<file path="src/b64_enc_pkg.sv">
// Package for the base64 stream encoder: group type, pad code and alphabet lookup.
// No dependencies.
package b64_enc_pkg;

    localparam logic [6:0] PAD_CHAR = 7'd61;

    // One byte group handed from the front end to the character back end.
    typedef struct packed {
        logic [7:0] byte0;
        logic [7:0] byte1;
        logic [7:0] byte2;
        logic [1:0] count;   // real bytes in the group, 1 to 3
        logic       fin;     // group closes the message
    } b64_group_t;

    function automatic logic [6:0] sextet_char(input logic [5:0] v);
        logic [6:0] ch;
        ch = 7'd0;
        case (v) inside
            [6'd0:6'd25]:  ch = 7'(v) + 7'd65;
            [6'd26:6'd51]: ch = 7'(v) + 7'd71;
            [6'd52:6'd61]: ch = 7'(v) - 7'd4;
            6'd62:         ch = 7'd43;
            6'd63:         ch = 7'd47;
            default:       ch = 7'd0;
        endcase
        return ch;
    endfunction

endpackage

</file>
<file path="src/b64_enc_if.sv">
// Stream interfaces of the base64 encoder: raw byte input and character output.
// No dependencies.
interface b64_enc_in_if;
    logic       valid;
    logic       ready;
    logic [7:0] data_byte;
    logic       end_of_message;

    modport source (output valid, output data_byte, output end_of_message, input ready);
    modport sink   (input valid, input data_byte, input end_of_message, output ready);
endinterface

interface b64_enc_out_if;
    logic       valid;
    logic       ready;
    logic [6:0] out_char;
    logic       final_char;

    modport source (output valid, output out_char, output final_char, input ready);
    modport sink   (input valid, input out_char, input final_char, output ready);
endinterface

</file>
<file path="src/base64_stream_encoder_core.sv">
// Base64 (standard alphabet) stream encoder, top level.
// Each group is registered in a queue slot, then cur_reg, then the output register.
// Throughput: one byte per cycle in while the queue has room, and one character
// per cycle out while the receiver is ready.
// Reset: asynchronous, active low; clears the group position, the queue and all valids.
// Depends on b64_enc_pkg, b64_enc_if, b64_enc_front, b64_enc_queue and b64_enc_back.
module base64_stream_encoder_core
    import b64_enc_pkg::*;
#(
    parameter int QUEUE_DEPTH = 2
)
(
    input  logic          clk,
    input  logic          rst_n,
    b64_enc_in_if.sink    byte_in,
    b64_enc_out_if.source char_out
);

    // Groups travel from the byte collector to the character emitter through
    // a short queue, so a stalled output does not stop bytes from coming in
    // until the queue has filled.
    logic       push;
    b64_group_t push_group;
    logic       pop;
    b64_group_t head_group;
    logic       queue_full;
    logic       queue_empty;

    // Collect bytes; hand over a group when it is complete or the message ends.
    b64_enc_front u_front (
        .clk        (clk),
        .rst_n      (rst_n),
        .byte_in    (byte_in),
        .queue_full (queue_full),
        .push       (push),
        .push_group (push_group)
    );

    // Hold groups waiting for the emitter.
    b64_enc_queue #(
        .DEPTH (QUEUE_DEPTH)
    ) u_queue (
        .clk        (clk),
        .rst_n      (rst_n),
        .push       (push),
        .push_group (push_group),
        .pop        (pop),
        .pop_group  (head_group),
        .full       (queue_full),
        .empty      (queue_empty)
    );

    // Emit four characters per group, padding with '=' past the real bytes.
    b64_enc_back u_back (
        .clk         (clk),
        .rst_n       (rst_n),
        .queue_empty (queue_empty),
        .head_group  (head_group),
        .pop         (pop),
        .char_out    (char_out)
    );

endmodule

</file>
<file path="src/b64_enc_front.sv">
// Front end: accept bytes, collect them into three-byte groups, queue groups.
// Depends on b64_enc_pkg and b64_enc_in_if.
module b64_enc_front
    import b64_enc_pkg::*;
(
    input  logic         clk,
    input  logic         rst_n,
    b64_enc_in_if.sink   byte_in,
    input  logic         queue_full,
    output logic         push,
    output b64_group_t   push_group
);

    logic [1:0] pos_reg, pos_next;
    logic [7:0] b0_reg, b0_next;
    logic [7:0] b1_reg, b1_next;
    logic       accept;
    logic [1:0] pos;

    assign byte_in.ready = !queue_full;
    assign accept        = byte_in.valid && byte_in.ready;
    // A position of three cannot arise; treat it as a group start.
    assign pos           = (pos_reg == 2'd3) ? 2'd0 : pos_reg;

    always_comb
    begin
        pos_next   = pos_reg;
        b0_next    = b0_reg;
        b1_next    = b1_reg;
        push       = 1'b0;
        push_group = '{byte0: b0_reg, byte1: b1_reg, byte2: byte_in.data_byte,
                       count: 2'd3, fin: byte_in.end_of_message};
        if (accept)
        begin
            case (pos)
                2'd2:
                begin
                    push     = 1'b1;
                    pos_next = 2'd0;
                    b0_next  = 8'd0;
                    b1_next  = 8'd0;
                end
                2'd1:
                begin
                    if (byte_in.end_of_message)
                    begin
                        push       = 1'b1;
                        push_group = '{byte0: b0_reg, byte1: byte_in.data_byte,
                                       byte2: 8'd0, count: 2'd2, fin: 1'b1};
                        pos_next   = 2'd0;
                        b0_next    = 8'd0;
                        b1_next    = 8'd0;
                    end
                    else
                    begin
                        b1_next  = byte_in.data_byte;
                        pos_next = 2'd2;
                    end
                end
                default:
                begin
                    if (byte_in.end_of_message)
                    begin
                        push       = 1'b1;
                        push_group = '{byte0: byte_in.data_byte, byte1: 8'd0,
                                       byte2: 8'd0, count: 2'd1, fin: 1'b1};
                        pos_next   = 2'd0;
                        b0_next    = 8'd0;
                    end
                    else
                    begin
                        b0_next  = byte_in.data_byte;
                        pos_next = 2'd1;
                    end
                end
            endcase
        end
    end

    always_ff @(posedge clk or negedge rst_n)
    begin
        if (!rst_n)
        begin
            pos_reg <= 2'd0;
            b0_reg  <= 8'd0;
            b1_reg  <= 8'd0;
        end
        else
        begin
            pos_reg <= pos_next;
            b0_reg  <= b0_next;
            b1_reg  <= b1_next;
        end
    end

endmodule

</file>
<file path="src/b64_enc_queue.sv">
// Group queue between front and back end.
// Depends on b64_enc_pkg.
module b64_enc_queue
    import b64_enc_pkg::*;
#(
    parameter int DEPTH = 2
)
(
    input  logic       clk,
    input  logic       rst_n,
    input  logic       push,
    input  b64_group_t push_group,
    input  logic       pop,
    output b64_group_t pop_group,
    output logic       full,
    output logic       empty
);

    localparam int PW = (DEPTH > 1) ? $clog2(DEPTH) : 1;
    localparam int CW = $clog2(DEPTH + 1);
    localparam logic [PW-1:0] LAST = PW'(DEPTH - 1);

    b64_group_t      slot_reg [DEPTH];
    logic [PW-1:0]   wr_reg, wr_next;
    logic [PW-1:0]   rd_reg, rd_next;
    logic [CW-1:0]   cnt_reg, cnt_next;
    logic            do_push, do_pop;

    assign full      = (cnt_reg == CW'(DEPTH));
    assign empty     = (cnt_reg == '0);
    assign do_push   = push && !full;
    assign do_pop    = pop && !empty;
    assign pop_group = slot_reg[rd_reg];

    always_comb
    begin
        wr_next  = wr_reg;
        rd_next  = rd_reg;
        cnt_next = cnt_reg;
        if (do_push)
            wr_next = (wr_reg == LAST) ? '0 : wr_reg + 1'b1;
        if (do_pop)
            rd_next = (rd_reg == LAST) ? '0 : rd_reg + 1'b1;
        if (do_push && !do_pop)
            cnt_next = cnt_reg + 1'b1;
        else if (do_pop && !do_push)
            cnt_next = cnt_reg - 1'b1;
    end

    always_ff @(posedge clk or negedge rst_n)
    begin
        if (!rst_n)
        begin
            wr_reg  <= '0;
            rd_reg  <= '0;
            cnt_reg <= '0;
        end
        else
        begin
            wr_reg  <= wr_next;
            rd_reg  <= rd_next;
            cnt_reg <= cnt_next;
        end
    end

    always_ff @(posedge clk)
    begin
        if (do_push)
            slot_reg[wr_reg] <= push_group;
    end

endmodule

</file>
<file path="src/b64_enc_back.sv">
// Back end: take queued groups and emit four characters each through an output register.
// Depends on b64_enc_pkg and b64_enc_out_if.
module b64_enc_back
    import b64_enc_pkg::*;
(
    input  logic          clk,
    input  logic          rst_n,
    input  logic          queue_empty,
    input  b64_group_t    head_group,
    output logic          pop,
    b64_enc_out_if.source char_out
);

    b64_group_t cur_reg, cur_next;
    logic       cur_valid_reg, cur_valid_next;
    logic [1:0] idx_reg, idx_next;
    logic [6:0] char_reg, char_next;
    logic       fin_reg, fin_next;
    logic       ovalid_reg, ovalid_next;
    logic       can_load, load;
    logic [5:0] sextet;
    logic [6:0] ch;

    assign can_load = !ovalid_reg || char_out.ready;
    assign load     = cur_valid_reg && can_load;
    assign pop      = !queue_empty && (!cur_valid_reg || (load && idx_reg == 2'd3));

    always_comb
    begin
        case (idx_reg)
            2'd0:    sextet = cur_reg.byte0[7:2];
            2'd1:    sextet = {cur_reg.byte0[1:0], cur_reg.byte1[7:4]};
            2'd2:    sextet = {cur_reg.byte1[3:0], cur_reg.byte2[7:6]};
            default: sextet = cur_reg.byte2[5:0];
        endcase
        ch = (idx_reg > cur_reg.count) ? PAD_CHAR : sextet_char(sextet);
    end

    always_comb
    begin
        cur_next       = cur_reg;
        cur_valid_next = cur_valid_reg;
        idx_next       = idx_reg;
        char_next      = char_reg;
        fin_next       = fin_reg;
        ovalid_next    = ovalid_reg;
        if (char_out.ready)
            ovalid_next = 1'b0;
        if (load)
        begin
            char_next   = ch;
            fin_next    = cur_reg.fin && (idx_reg == 2'd3);
            ovalid_next = 1'b1;
            idx_next    = idx_reg + 2'd1;
            if (idx_reg == 2'd3)
                cur_valid_next = 1'b0;
        end
        if (pop)
        begin
            cur_next       = head_group;
            cur_valid_next = 1'b1;
            idx_next       = 2'd0;
        end
    end

    always_ff @(posedge clk or negedge rst_n)
    begin
        if (!rst_n)
        begin
            cur_valid_reg <= 1'b0;
            idx_reg       <= 2'd0;
            ovalid_reg    <= 1'b0;
        end
        else
        begin
            cur_valid_reg <= cur_valid_next;
            idx_reg       <= idx_next;
            ovalid_reg    <= ovalid_next;
        end
    end

    always_ff @(posedge clk)
    begin
        cur_reg  <= cur_next;
        char_reg <= char_next;
        fin_reg  <= fin_next;
    end

    assign char_out.valid      = ovalid_reg;
    assign char_out.out_char   = char_reg;
    assign char_out.final_char = fin_reg;

endmodule

</file>
<file path="src/flat_wrapper.sv">
// flat-port wrapper written by rule: the top's interface ports become plain ports
module base64_stream_encoder_core_flat import b64_enc_pkg::*;
#(
    parameter int QUEUE_DEPTH = 2
)
  (clk, rst_n, byte_in_valid, byte_in_data_byte, byte_in_end_of_message, byte_in_ready, char_out_valid, char_out_out_char, char_out_final_char, char_out_ready);
  b64_enc_in_if byte_in_i ();
  b64_enc_out_if char_out_i ();
  input  logic clk;
  input  logic rst_n;
  input wire logic [$bits(byte_in_i.valid)-1:0] byte_in_valid;
  input wire logic [$bits(byte_in_i.data_byte)-1:0] byte_in_data_byte;
  input wire logic [$bits(byte_in_i.end_of_message)-1:0] byte_in_end_of_message;
  output wire logic [$bits(byte_in_i.ready)-1:0] byte_in_ready;
  output wire logic [$bits(char_out_i.valid)-1:0] char_out_valid;
  output wire logic [$bits(char_out_i.out_char)-1:0] char_out_out_char;
  output wire logic [$bits(char_out_i.final_char)-1:0] char_out_final_char;
  input wire logic [$bits(char_out_i.ready)-1:0] char_out_ready;
  assign byte_in_i.valid = byte_in_valid;
  assign byte_in_i.data_byte = byte_in_data_byte;
  assign byte_in_i.end_of_message = byte_in_end_of_message;
  assign byte_in_ready = byte_in_i.ready;
  assign char_out_valid = char_out_i.valid;
  assign char_out_out_char = char_out_i.out_char;
  assign char_out_final_char = char_out_i.final_char;
  assign char_out_i.ready = char_out_ready;
  base64_stream_encoder_core #(.QUEUE_DEPTH(QUEUE_DEPTH)) u_core (.clk(clk), .rst_n(rst_n), .byte_in(byte_in_i), .char_out(char_out_i));
endmodule
</file>
<file path="config.mk">
export PLATFORM = sky130hd
export DESIGN_NAME = base64_stream_encoder_core_flat
export DESIGN_NICKNAME = d
export VERILOG_FILES = /design/src/b64_enc_pkg.sv /design/src/b64_enc_if.sv /design/src/base64_stream_encoder_core.sv /design/src/b64_enc_front.sv /design/src/b64_enc_queue.sv /design/src/b64_enc_back.sv /design/src/flat_wrapper.sv
export SDC_FILE = /design/constraint.sdc
export NUM_CORES = 1
export LEC_CHECK = 0
export BUFFER_PORTS_ARGS = -buffer_cell sky130_fd_sc_hd__buf_2
export CAP_MARGIN = 20
export CORE_ASPECT_RATIO = 2
export CORE_UTILIZATION = 61
export DETAILED_ROUTE_END_ITERATION = 12
export GPL_TIMING_DRIVEN = 0
export PLACE_DENSITY = 0.78
export SETUP_SLACK_MARGIN = 0.15
export SKIP_CTS_REPAIR_TIMING = 1
export SYNTH_ARGS = -nofsm -noshare
export SYNTH_HDL_FRONTEND = slang
export SYNTH_SLANG_ARGS = --single-unit
</file>
<file path="constraint.sdc">
create_clock -name clk -period 3.8 [get_ports clk]
set_clock_uncertainty 0.2 [all_clocks]
set_input_delay 0.19 -clock clk [delete_from_list [all_inputs] [get_ports clk]]
set_output_delay 0.19 -clock clk [all_outputs]
set_load 0.1 [all_outputs]
</file>
Yosys cells after proc, flatten, opt, wreduce, memory -nomap -nowiden
Memories as Yosys holds them, arrays and structs flattened. A register that Yosys moved wholly into a read port is not among the register bits.
Index checks and enable logic that the tools add are counted.
Widths: inputs -> output; s select.
{ "word_totals": {"regBits": 34, "word_cells": 101, "ram_bits": 54, "out_inout_bits": 10, "inputBits": 13, "mem_count": 1} }
{ "memory_table": {"columns": ["memory", "depth", "width", "rd", "rd_ports_with_merged_regs", "wr", "line_no", "source"], "rows": [
  ["u_core.u_queue.slot_reg", 2, 27, 1, 1, 1, "b64_enc_queue.sv:23", "b64_group_t slot_reg [DEPTH];"]
]} }
{ "op_classes": {"reduce_logical": 30, "n_eq_ne": 10, "n_mux": 34, "add_sub_neg": 8, "n_lt_le_gt_ge": 7} }
{ "op_table": {"columns": ["cell", "count"], "rows": [
  ["$mux 27", 2],
  ["$pmux 27 s2", 1],
  ["$pmux 8 s2", 2],
  ["$mux 7", 3],
  ["$mux 19", 1],
  ["$pmux 6 s3", 1],
  ["$mux 8", 2],
  ["$add 6x7->7 const B", 2],
  ["$mux 1", 13],
  ["$eq 6x6->1 const B", 2],
  ["$le 6x6->1 const B", 2],
  ["$logic_and 1x1->1", 12],
  ["$mux 2", 6],
  ["$mux 6", 2],
  ["$eq 2x2->1 const B", 5],
  ["$reduce_bool 2->1", 5],
  ["$sub 6x3->7 const B", 1],
  ["$ge 6x1->1 const B", 1],
  ["$ge 6x5->1 const B", 1],
  ["$ge 6x6->1 const B", 1],
  ["$le 6x5->1 const B", 1],
  ["$logic_not 1->1", 6],
  ["$reduce_and 2->1", 3],
  ["$add 2x1->2 const B", 2],
  ["8 further kinds", 12]
]} }

Logic depth before layout (Yosys ltp)
Gate-level depths: netlist of run 1.
{ "logic_depth": {"depth_word": 10, "depth_mapped": 12, "mapped_depth_nobuf": 12} }

Hierarchy
A second synthesis of run 1 with hierarchy kept.
{ "hier_totals": {"hier_cells": 416, "area_unflattened_um2": 5492.8} }
{ "by_module_without_submodules": {"columns": ["mod", "area_each_um2", "seq_area_each_um2", "cells_per_inst", "n_inst"], "rows": [
  ["b64_enc_queue", 2244.7, 1721.7, 103, 1],
  ["b64_enc_back", 2098.3, 1151.1, 168, 1],
  ["b64_enc_front", 1149.9, 450.4, 145, 1]
]} }

Worst setup path after synthesis of run 1
No wires, ideal clock.
{ "synth_timing": {"path_type": "register to register", "startpoint": "register u_core.u_back.ovalid_reg, in the netlist u_core.u_back.char_out.valid", "endpoint": "register u_core.u_queue.cnt_reg[1]", "t_arrival_ns": 3.356, "required_time_ns": 3.521, "path_buffers": 0, "setup_ns": 0.079, "period_less_slack_ns": 3.635, "stages_incl_launch_ff": 9, "slack_ns": 0.165, "path_cell_list": "dfrtp_1 -> nand2b_1 -> nand2_1 -> a21oi_1 -> inv_1 -> ha_1 -> xor2_1 -> nor2_1 -> xor2_1"} }
{ "synth_between": {"elab_chain_cells": 10, "word_cells_on_any_way": 12, "cone_classes": "mux: 1; reduce/logical: 11"} }
{ "synth_rtl": {"columns": ["element", "line_no", "source"], "rows": [
  ["start, declared", "b64_enc_back.sv:19", "logic ovalid_reg, ovalid_next;"],
  ["start signal, assigned", "b64_enc_back.sv:78", "ovalid_reg <= ovalid_next;"],
  ["$logic_not 1->1 (*)", "b64_enc_back.sv:24", "assign can_load = !ovalid_reg || char_out.ready;"],
  ["$logic_or 1x1->1 (*)", "b64_enc_back.sv:24", null],
  ["$logic_and 1x1->1 (*)", "b64_enc_back.sv:25", "assign load = cur_valid_reg && can_load;"],
  ["$logic_and 1x1->1 (*)", "b64_enc_back.sv:26", "assign pop = !queue_empty && (!cur_valid_reg || (load && idx_reg == 2'd3));"],
  ["$logic_or 1x1->1 (*)", "b64_enc_back.sv:26", null],
  ["$logic_and 1x1->1 (*)", "b64_enc_back.sv:26", null],
  ["net u_core.pop", "base64_stream_encoder_core.sv:24", "logic pop;"],
  ["$logic_and 1x1->1 (*)", "b64_enc_queue.sv:32", "assign do_pop = pop && !empty;"],
  ["$logic_not 1->1", "b64_enc_queue.sv:44", "if (do_push && !do_pop)"],
  ["$logic_and 1x1->1", "b64_enc_queue.sv:44", null],
  ["$mux 2 / $reduce_bool 2->1 (equally long branches)", null, null],
  ["end signal, assigned", "b64_enc_queue.sv:62", "cnt_reg <= cnt_next;"],
  ["end, declared", "b64_enc_queue.sv:26", "logic [CW-1:0] cnt_reg, cnt_next;"]
]} }
Mark *: on every way through the listed nets, which the timed path passes. The rest lies on a longest branch.
A chain may end at the register's enable or synchronous reset.

Final worst setup path of run 1
{ "layout_timing": {"startpoint": "register u_core.u_back.idx_reg[0]", "endpoint": "register u_core.u_back.char_reg[2], in the netlist u_core.u_back.char_out.out_char[2] (data pin)"} }
{ "layout_between": {"elab_chain_cells": 8, "word_cells_on_any_way": 24, "cone_classes": "add/sub: 3; order compare: 7; eq/ne: 4; mux: 6; reduce/logical: 4"} }
{ "layout_rtl": {"columns": ["element", "line_no", "source"], "rows": [
  ["start, declared", "b64_enc_back.sv:16", "logic [1:0] idx_reg, idx_next;"],
  ["start signal, assigned", "b64_enc_back.sv:77", "idx_reg <= idx_next;"],
  ["branches (longest 8 deep; another with $ge 6x6->1)", null, null],
  ["end signal, assigned", "b64_enc_back.sv:85", "char_reg <= char_next;"],
  ["end, declared", "b64_enc_back.sv:17", "logic [6:0] char_reg, char_next;"]
]} }
Several ways; the timed one is not identified.

==> results of run 1 <==
==> stage by stage <==
step / worst slack [ns] / util (%) / instance area [sq um] / power [mW]
after CTS: 0.0791 / 73.4 / 6040 / 6.07
after global routing: 0.214 / 74.9 / 6160 / 6.42
after global placement: -0.0490 / 65.7 / 5410 / 4.38
after floorplan: 0.165 / - / 5180 / 3.94
final: 0.312 / 74.9 / 6160 / 6.14
after detailed placement: 0.0955 / 66.4 / 5470 / 4.51
==> layer usage <==
layer	track usage, %	vias up
li1	-	1531
met1	22.8	1571
met2	45.8	107
met3	7.27	44
met4	18.1	0
met5	0	-
==> power breakdown <==
part	internal [mW]	leakage (nW)	switching, mW
Clock	1.02	0.272	0.508
Sequential	1.86	1.15	0.136
Combinational	0.892	0.975	1.73
Total	3.77	2.40	2.37
==> cells in the mapped netlist, drive strengths merged <==
cell type | count | share of area, %
or3 | 3 | 0.46
a21boi | 1 | 0.15
o31ai | 1 | 0.41
a21o | 1 | 0.17
and3 | 1 | 0.12
o221ai | 1 | 0.17
o21ai | 19 | 1.8
edfxtp | 89 | 52
o311ai | 1 | 0.17
buf | 8 | 0.73
nand2 | 44 | 3.2
a221oi | 2 | 0.58
o211ai | 3 | 0.43
nand2b | 5 | 0.60
nand3b | 1 | 0.15
a22oi | 2 | 0.29
a31o | 1 | 0.17
mux2 | 29 | 6.4
a2bb2oi | 2 | 0.34
o21a | 2 | 0.29
xnor2 | 3 | 0.51
a222oi | 6 | 1.2
and2 | 12 | 1.4
a21oi | 14 | 1.6
clkbuf | 6 | 0.43
dfrtp | 26 | 13
inv | 15 | 1.1
a32o | 1 | 0.22
a31oi | 3 | 0.77
nor3 | 2 | 0.29
nor4 | 1 | 0.12
ha | 15 | 3.6
o2111ai | 1 | 0.17
xor2 | 4 | 0.68
mux2i | 8 | 1.5
a22o | 8 | 1.4
nor2 | 18 | 1.3
nor2b | 11 | 1.3
nand3 | 15 | 1.4
==> worst register-to-register path, delay by kind of cell (launching register included) <==
kind	cells	cell delay, ns
adder cells (fa/ha/maj)	2	0.58
flip-flops	1	0.41
AO/OA/AOI/OAI	8	1.83
buffers and inverters	2	0.27
==> cell families (layout without fill, tap and decap cells) <==
kind of cell	count (synthesis)	in the layout	share of synthesized area [%]
buf+inv	29	95	2.25
mux	37	37	7.93
flops	115	115	64.2
xor+xnor	7	7	1.18
compound gates	69	69	10.3
fa+ha+maj	15	15	3.62
simple gates	113	113	10.5
==> path summary, 6_finish.rpt <==
check	start	end	depth (start not counted)
max	u_core.u_back.idx_reg[0]	u_core.u_back.char_out.out_char[2]	12
min	byte_in_end_of_message	u_core.u_queue.slot_reg[1][0]	2
max reg2reg	u_core.u_back.idx_reg[0]	u_core.u_back.char_out.out_char[2]	12
min reg2reg	u_core.u_front.b1_reg[3]	u_core.u_front.b1_reg[3]	2
max in group asynchronous	rst_n	u_core.u_back.cur_valid_reg	2
min in group asynchronous	rst_n	u_core.u_front.b0_reg[2]	2
==> layout make-up <==
type	count	area (sq um)	share of cell area, %
Sequential cell	115	3320	53.9
Multi-Input combinational cell	241	1770	28.8
Clock buffer	20	437	7.08
Timing Repair Buffer	34	253	4.10
Clock inverter	12	139	2.25
Tap cell	98	123	1.99
Buffer	14	60.1	0.974
Inverter	15	56.3	0.913
==> impl_metrics.py, run 1 <==
metrics = {
    "sta": {
        "period_share_pct": 91.8,
        "final-hold-violation-count": 0,
        "slew_headroom_pct": 33.6,
        "setup_viol": 0,
        "hold_slack_ns": 0.0590,
        "rsz0062_at_grt": "no",
        "setup_tns_ns": 0,
        "max_freq_mhz": 287,
        "fin_crit_ns": 3.49,
        "worst_pin_slew_ns": 0.993,
        "slew_viol_final": 0,
    },
    "logic_synthesis": {
        "synth_cell_types": 49,
        "ys_ff_latch": 115,
        "ys_seq_area_share_pct": 64.2,
        "synth_fp_nets": 413,
        "ys.warnings.count": 0,
        "syn_area_sq_um": 5180,
        "syn_inst": 385,
        "syn_area_per_cell_sq_um": 13.4,
    },
    "layout": {
        "areaGrowthSynthToFinish_pct": 19.1,
        "final_cells": 549,
        "fill_cells": 552,
        "drive_above_1_share_pct": 23.9,
        "mostFrequentLayoutCells": "edfxtp_1 (89), nand2_1 (43), buf_2 (28), mux2_2 (28), dfrtp_1 (26)",
        "n_antenna_cell": 0,
        "final_nets": 466,
        "final_common_cell": "edfxtp_1",
        "largest_reg_flops": 54,
    },
    "critical_path": {
        "crit_chain": "inv_1 -> ha_2 -> a222oi_1 -> a21oi_2 -> inv_1 -> ha_1 -> a2bb2oi_1 -> o211ai_1 -> a31o_2 -> o21ai_0 -> a21oi_1 -> o21ai_1",
        "crit_top_cell": "inv_1",
        "critPathSlowestCell": "a222oi_1",
        "critPathTopFamily": "compound AO/OA/AOI/OAI gates",
        "critical_path.n_buffers_inverters": 2,
        "slowest_delay_ns": 0.43,
        "critPathLaunchType": "register",
        "path_class": "register to register",
        "cp.required_ns": 3.81,
        "cp_max_fo": 7,
        "cp.arrival_ns": 3.50,
        "reg2reg_setup_slack_ns": 0.31,
        "crit_path_end_kind": "register",
    },
    "placed_design": {
        "place_congestion": 0.794,
        "hpwl_mm": 6.73,
        "port_buffers": 22,
        "place_inst": 507,
    },
    "routing": {
        "wl_met2_mm": 5.85,
        "drt-met1-wl_mm": 3.39,
        "routed_via_density": 5.93,
        "wl_per_cell_microns": 18.3,
        "first_pass_iters": 5,
        "routed.top_layer": "met4",
        "drcViolationCount": 0,
        "ant_nets": 0,
        "drtIter0Drc": 173,
        "routed_wirelength_mm": 10.1,
        "route.met3.wl_microns": 323,
        "via_count": 3253,
    },
    "status": {
        "status": "completed",
    },
    "grt": {
        "grt_pass1_vias": 3463,
        "antenna_found_initial": 0,
        "grt_pass1_wl_mm": 16.0,
        "grtUsageTotal_pct": 25.6,
        "gr-total-overflow": 0,
        "grt_max_degree": 32,
    },
    "hold_path": {
        "hold_class": "input port to register",
    },
    "cts": {
        "clockBufferDepth": 2,
        "cts-root-buf": "clkbuf_16",
        "cts_made_buffers": 17,
        "path_clk_slew_ns": 0.05,
        "clock_latency_ns": 0.41,
        "htreeDepth": 4,
        "cts_sinks": 115,
        "cts_tree": "built",
    },
    "die": {
        "num_io_pins": 23,
        "core_area_sq_um": 8230,
        "die_x_microns": 67.1,
        "start_util_pct": 62.9,
        "rows": 47,
        "die_y_microns": 132,
        "die_area_sq_um": 8880,
    },
    "power": {
        "power_density_nw_per_um2": 995,
        "ir_drop_uv": 743,
        "power.leakage_nw": 2.40,
    },
    "flow_run": {
        "maxCapViolCount": 0,
    },
}
Power figures use the tool's default switching activity.
==> inputs of run 2 (changes only) <==
Settings changed: SYNTH_HIERARCHICAL set to 1.
==> run 2 against run 1 <==
Net effect: hold slack got worse by 0.010 ns; power rose by 9.4%; clock power rose by 12%; global-route usage rose by 1.9 points; wire length rose by 23%; synthesized cell count rose by 8.1%; combinational power rose by 14%; sequential share of layout area fell by 3.1 points; critical path type unchanged; critical endpoint is now u_core/u_back/char_out.out_char[4]; largest cell class unchanged.
==> impl_metrics.py, run 2 <==
metrics = {
    "routing": {
        "ant_nets": 0,
        "via_count": 3638,
        "routed_wirelength_mm": 12.4,
        "wl_per_cell_microns": 21.3,
        "drtIter0Drc": 268,
        "drcViolationCount": 0,
        "first_pass_iters": 5,
        "routed_via_density": 6.24,
    },
    "critical_path": {
        "crit_path_end_kind": "register",
        "r2r_cells": 11,
        "path_class": "register to register",
        "cp.arrival_ns": 3.36,
        "critPathLaunchType": "register",
        "reg2reg_from": "u_core/u_back/idx_reg[0]",
        "cp_max_fo": 7,
        "crit_chain": "inv_1 -> ha_1 -> a222oi_1 -> mux2_4 -> buf_4 -> ha_1 -> or2_2 -> a311o_2 -> a21oi_1 -> o21a_1 -> o221ai_1",
        "slowest_delay_ns": 0.40,
        "worstReg2RegEnd": "u_core/u_back/char_out.out_char[4]",
        "reg2reg_setup_slack_ns": 0.32,
        "crit_top_cell": "ha_1",
        "critPathTopFamily": "compound AO/OA/AOI/OAI gates",
        "cp.required_ns": 3.68,
        "critical_path.n_buffers_inverters": 2,
        "critPathSlowestCell": "dfrtp_1",
    },
    "grt": {
        "grtUsageTotal_pct": 27.5,
        "grt_pass1_wl_mm": 18.7,
        "gr-total-overflow": 0,
        "grt_max_degree": 31,
        "antenna_found_initial": 0,
        "grt_pass1_vias": 3620,
    },
    "sta": {
        "period_share_pct": 91.6,
        "slew_headroom_pct": 37.1,
        "max_freq_mhz": 287,
        "slew_viol_final": 0,
        "final-hold-violation-count": 0,
        "hold_slack_ns": 0.0489,
        "rsz0062_at_grt": "no",
        "worst_pin_slew_ns": 0.941,
        "setup_viol": 0,
        "fin_crit_ns": 3.48,
    },
    "flow_run": {
        "maxCapViolCount": 0,
    },
    "status": {
        "status": "completed",
    },
    "cts": {
        "cts_sinks": 115,
        "htreeDepth": 4,
        "clockBufferDepth": 2,
        "cts_tree": "built",
        "clock_latency_ns": 0.40,
        "path_clk_slew_ns": 0.05,
        "cts-root-buf": "clkbuf_16",
        "cts_made_buffers": 17,
    },
    "logic_synthesis": {
        "ys_ff_latch": 115,
        "yosys.area.top_type": "edfxtp_1",
        "syn_inst": 416,
        "synth_flop_cell": "edfxtp_1",
        "synth-edff-count": 89,
        "async_flop_share_pct": 22.6,
        "yosys.area.top_type_share_pct": 48.7,
        "synth_area_leaders": "edfxtp_1 (49%), dfrtp_1 (12%), mux2_4 (5.2%)",
        "syn_area_sq_um": 5490,
        "ys_seq_area_share_pct": 60.5,
        "synth_cell_types": 63,
        "syn_area_per_cell_sq_um": 13.2,
        "ys.warnings.count": 6,
        "yosysMostFrequentCell": "edfxtp_1",
        "synthTopCellsByCount": "edfxtp_1 (89), nand2_1 (53), dfrtp_1 (26)",
        "synth_fp_nets": 444,
    },
    "placed_design": {
        "hpwl_mm": 8.52,
        "port_buffers": 22,
        "place_inst": 540,
        "place_congestion": 0.924,
    },
    "layout": {
        "largest_reg_flops": 54,
        "final_nets": 498,
        "fill_cells": 496,
        "seq_area_sq_um": 3320,
        "n_antenna_cell": 0,
        "final_cells": 583,
        "drive_above_1_share_pct": 24.0,
        "areaGrowthSynthToFinish_pct": 19.1,
        "final_common_cell": "edfxtp_1",
        "mostFrequentLayoutCells": "edfxtp_1 (89), nand2_1 (53), buf_2 (28), dfrtp_1 (26), mux2_4 (20)",
        "multi_input_area_sq_um": 2010,
    },
    "die": {
        "die_area_sq_um": 9410,
        "die_y_microns": 136,
        "num_io_pins": 23,
        "core_area_sq_um": 8710,
        "die_x_microns": 69.1,
        "start_util_pct": 63.1,
        "rows": 48,
    },
    "hold_path": {
        "hold_class": "input port to register",
        "holdCritStartpoint": "byte_in_valid",
        "hold_path_depth": 4,
        "hold_end": "u_core/u_front/pos_reg[0]",
    },
    "power": {
        "ir_drop_uv": 601,
        "power.leakage_nw": 2.50,
        "power_density_nw_per_um2": 1030,
    },
}
-- run 2: where the power goes --
part / total, mW / leakage (nW) / internal, mW / switching [mW]
combinational: 2.99 / 1.04 / 1.07 / 1.92
clock: 1.71 / 0.310 / 1.19 / 0.520
sequential: 2.02 / 1.16 / 1.87 / 0.146
-- run 2: cells by family (layout without fill, tap and decap cells) --
group / Yosys count / after routing / synth area share, %
AOI/OAI and AO/OA: 100 / 100 / 13.1
adders and majority gates: 15 / 15 / 3.42
buffers and inverters: 33 / 100 / 3.46
and+or+nand+nor: 112 / 112 / 10.1
muxes: 34 / 34 / 8.27
DFF: 115 / 115 / 60.5
xor gates and xnor gates: 7 / 7 / 1.12
-- run 2: worst max path at each step --
stage	start	to	slack [ns]	depth (start not counted)
final	u_core/u_back/idx_reg[0]	u_core/u_back/char_out.out_char[4]	0.32	11
after detailed placement	u_core/u_back/idx_reg[0]	u_core/u_back/char_out.out_char[1]	0.07	11
after global placement	u_core/u_queue/cnt_reg[0]	u_core/u_queue/slot_reg[0][1]	-0.19	8
after global routing	u_core/u_back/idx_reg[1]	u_core/u_back/char_out.out_char[4]	0.16	11
after CTS	u_core/u_back/idx_reg[0]	u_core/u_back/char_out.out_char[1]	-0.004	11
after floorplan	u_core/u_back/char_out.valid	u_core/u_queue/cnt_reg[1]	0.70	8
-- run 2: area by class of cell --
| type | instances | area share, % |
|---|---|---|
| clock buffers | 21 | 7.04 |
| multi-input cells | 268 | 30.7 |
| well taps | 100 | 1.91 |
| repair buffers | 35 | 3.79 |
| flip-flops and latches | 115 | 50.8 |
| inverters | 17 | 1.03 |
| plain buffers | 16 | 1.93 |
| clock inverters | 11 | 2.81 |
-- run 2: per-stage QoR --
stage | setup slack (ns) | total power, mW | area (sq um) | setup TNS, ns | utilization [%]
4_1_cts | -0.00364 | 6.65 | 6420 | -0.00364 | 73.7
3_5_place_dp | 0.0724 | 4.89 | 5770 | 0 | 66.3
3_3_place_gp | -0.193 | 4.82 | 5730 | -5.14 | 65.8
2_1_floorplan | 0.703 | 4.20 | 5500 | 0 | -
6_report | 0.319 | 6.72 | 6540 | 0 | 75.1
5_1_grt | 0.155 | 6.99 | 6540 | 0 | 75.1
-- run 2: layer usage --
layer,wire length (microns),vias up,GRT usage (%),share of wire (%)
met5,0,-,0,0
met4,945,0,20.0,7.6
met3,370,54,6.67,3.0
met2,7240,126,53.5,58
met1,3850,1781,23.1,31
li1,-,1677,-,-
-- run 2: worst register-to-register path, cell delays in order, from the launching register on --
cell and delay (ns):
dfrtp_1 0.40, inv_1 0.16, ha_1 0.38, a222oi_1 0.12, mux2_4 0.32, buf_4 0.16, ha_1 0.24, or2_2 0.36
a311o_2 0.36, a21oi_1 0.14, o21a_1 0.16, o221ai_1 0.15
==> inputs of run 3 (changes only) <==
Settings changed: BUFFER_PORTS_ARGS -buffer_cell sky130_fd_sc_hd__buf_2 to -buffer_cell sky130_fd_sc_hd__buf_4.
==> run 3 against run 2 <==
Net effect: wire length down 2.6%; critical path depth is the same; utilization is 0.49 points higher; critical endpoint unchanged; largest cell class unchanged.
==> impl_metrics.py, run 3 (synthesis results as in run 2) <==
metrics = {
    "die": {
        "rows": 48,
        "die_area_sq_um": 9410,
        "start_util_pct": 63.1,
        "core_area_sq_um": 8710,
        "die_x_microns": 69.1,
        "die_y_microns": 136,
        "num_io_pins": 23,
    },
    "placed_design": {
        "dpl_cell_area_sq_um": 5840,
        "hpwl_mm": 8.38,
        "port_buffers": 22,
        "place_inst": 540,
        "dp_worst_setup_slack_ns": 0.107,
        "place_congestion": 0.901,
    },
    "power": {
        "power_density_nw_per_um2": 1010,
        "ir_drop_uv": 689,
        "power.leakage_nw": 2.50,
        "power_mw": 6.67,
    },
    "cts": {
        "clock_latency_ns": 0.41,
        "clockBufferDepth": 2,
        "htreeDepth": 4,
        "cts-root-buf": "clkbuf_16",
        "cts_sinks": 115,
        "path_clk_slew_ns": 0.05,
        "cts_made_buffers": 17,
        "cts_tree": "built",
    },
    "critical_path": {
        "critical_path.n_buffers_inverters": 2,
        "crit_path_end_kind": "register",
        "crit_chain": "inv_1 -> ha_1 -> a222oi_1 -> mux2_4 -> buf_4 -> ha_1 -> nor2b_1 -> a32oi_1 -> a21oi_1 -> a31oi_1 -> o221ai_1",
        "cp.required_ns": 3.68,
        "critPathLaunchType": "register",
        "crit_top_cell": "ha_1",
        "slowest_delay_ns": 0.48,
        "cp.arrival_ns": 3.37,
        "critPathTopFamily": "compound AO/OA/AOI/OAI gates",
        "cp_max_fo": 7,
        "critPathSlowestCell": "a32oi_1",
        "path_class": "register to register",
    },
    "sta": {
        "worst_pin_slew_ns": 0.930,
        "slew_headroom_pct": 37.9,
        "fin_crit_ns": 3.49,
        "final-hold-violation-count": 0,
        "setup_tns_ns": 0,
        "rsz0062_at_grt": "no",
        "slew_viol_final": 0,
        "timing.final.ws_setup_ns": 0.312,
        "max_freq_mhz": 287,
        "setup_viol": 0,
        "period_share_pct": 91.8,
    },
    "routing": {
        "first_pass_iters": 5,
        "wl_per_cell_microns": 20.7,
        "drcViolationCount": 0,
        "ant_nets": 0,
        "drtIter0Drc": 209,
        "routed_via_density": 6.30,
        "via_count": 3671,
        "routed_wirelength_mm": 12.1,
    },
    "layout": {
        "final_nets": 498,
        "largest_reg_flops": 54,
        "n_antenna_cell": 0,
        "final_area_sq_um": 6580,
        "final_cells": 583,
        "mostFrequentLayoutCells": "edfxtp_1 (89), nand2_1 (53), dfrtp_1 (25), buf_4 (24), mux2_4 (20)",
        "final_common_cell": "edfxtp_1",
        "drive_above_1_share_pct": 24.4,
        "areaGrowthSynthToFinish_pct": 19.9,
    },
    "flow_run": {
        "maxCapViolCount": 0,
    },
    "grt": {
        "grt_pass1_wl_mm": 18.3,
        "antenna_found_initial": 0,
        "grtUsageTotal_pct": 27.0,
        "gr-total-overflow": 0,
        "grt_max_degree": 31,
        "grt_pass1_vias": 3601,
    },
    "hold_path": {
        "hold_class": "input port to asynchronous set/reset pin",
    },
    "status": {
        "status": "completed",
    },
}
-- run 3: worst paths after layout --
kind,from,to,slack (ns),depth (start not counted)
max,u_core/u_back/idx_reg[0],u_core/u_back/char_out.out_char[4],0.31,11
min,rst_n,u_core/u_queue/rd_reg,0.04,2
max reg2reg,u_core/u_back/idx_reg[0],u_core/u_back/char_out.out_char[4],0.31,11
min reg2reg,u_core/u_front/b1_reg[7],u_core/u_front/b1_reg[7],0.28,2
max in group asynchronous,rst_n,u_core/u_back/idx_reg[1],3.07,2
min in group clk,byte_in_valid,u_core/u_front/pos_reg[0],0.07,4
-- run 3: stage by stage --
stage	util, %	hold slack (ns)
after detailed placement	67.1	-0.0769
after floorplan	-	-0.306
after global routing	75.6	0.0524
after global placement	66.5	-0.0800
after CTS	74.2	-0.512
final	75.6	0.0387
-- run 3: layout make-up --
cell class	count	area [sq um]
repair buffers	35	315
clock buffers	19	433
clock inverters	13	185
plain buffers	16	126
flip-flops and latches	115	3320
multi-input cells	268	2010
well taps	100	125
fillers	502	2120
inverters	17	67.6
-- run 3: metal layers --
| metal | routed length (microns) | track usage, % | up-vias | share of wire (%) |
|---|---|---|---|---|
| met2 | 6890 | 50.6 | 174 | 57 |
| met3 | 473 | 6.30 | 57 | 3.9 |
| li1 | - | - | 1678 | - |
| met1 | 3680 | 23.0 | 1762 | 30 |
| met4 | 1050 | 23.4 | 0 | 8.7 |
| met5 | 0 | 0 | - | 0 |
-- run 3: where the power goes --
| group | total [mW] | switching [mW] | internal [mW] |
|---|---|---|---|
| combinational | 3.00 | 1.89 | 1.11 |
| sequential | 2.02 | 0.147 | 1.87 |
| clock | 1.65 | 0.552 | 1.09 |
-- run 3: worst register-to-register path: stages, from the launching register on --
cell      delay [ns]
dfrtp_1         0.40
inv_1           0.16
ha_1            0.36
a222oi_1        0.12
mux2_4          0.31
buf_4           0.16
ha_1            0.26
nor2b_1         0.16
a32oi_1         0.48
a21oi_1         0.14
a31oi_1         0.20
o221ai_1        0.20
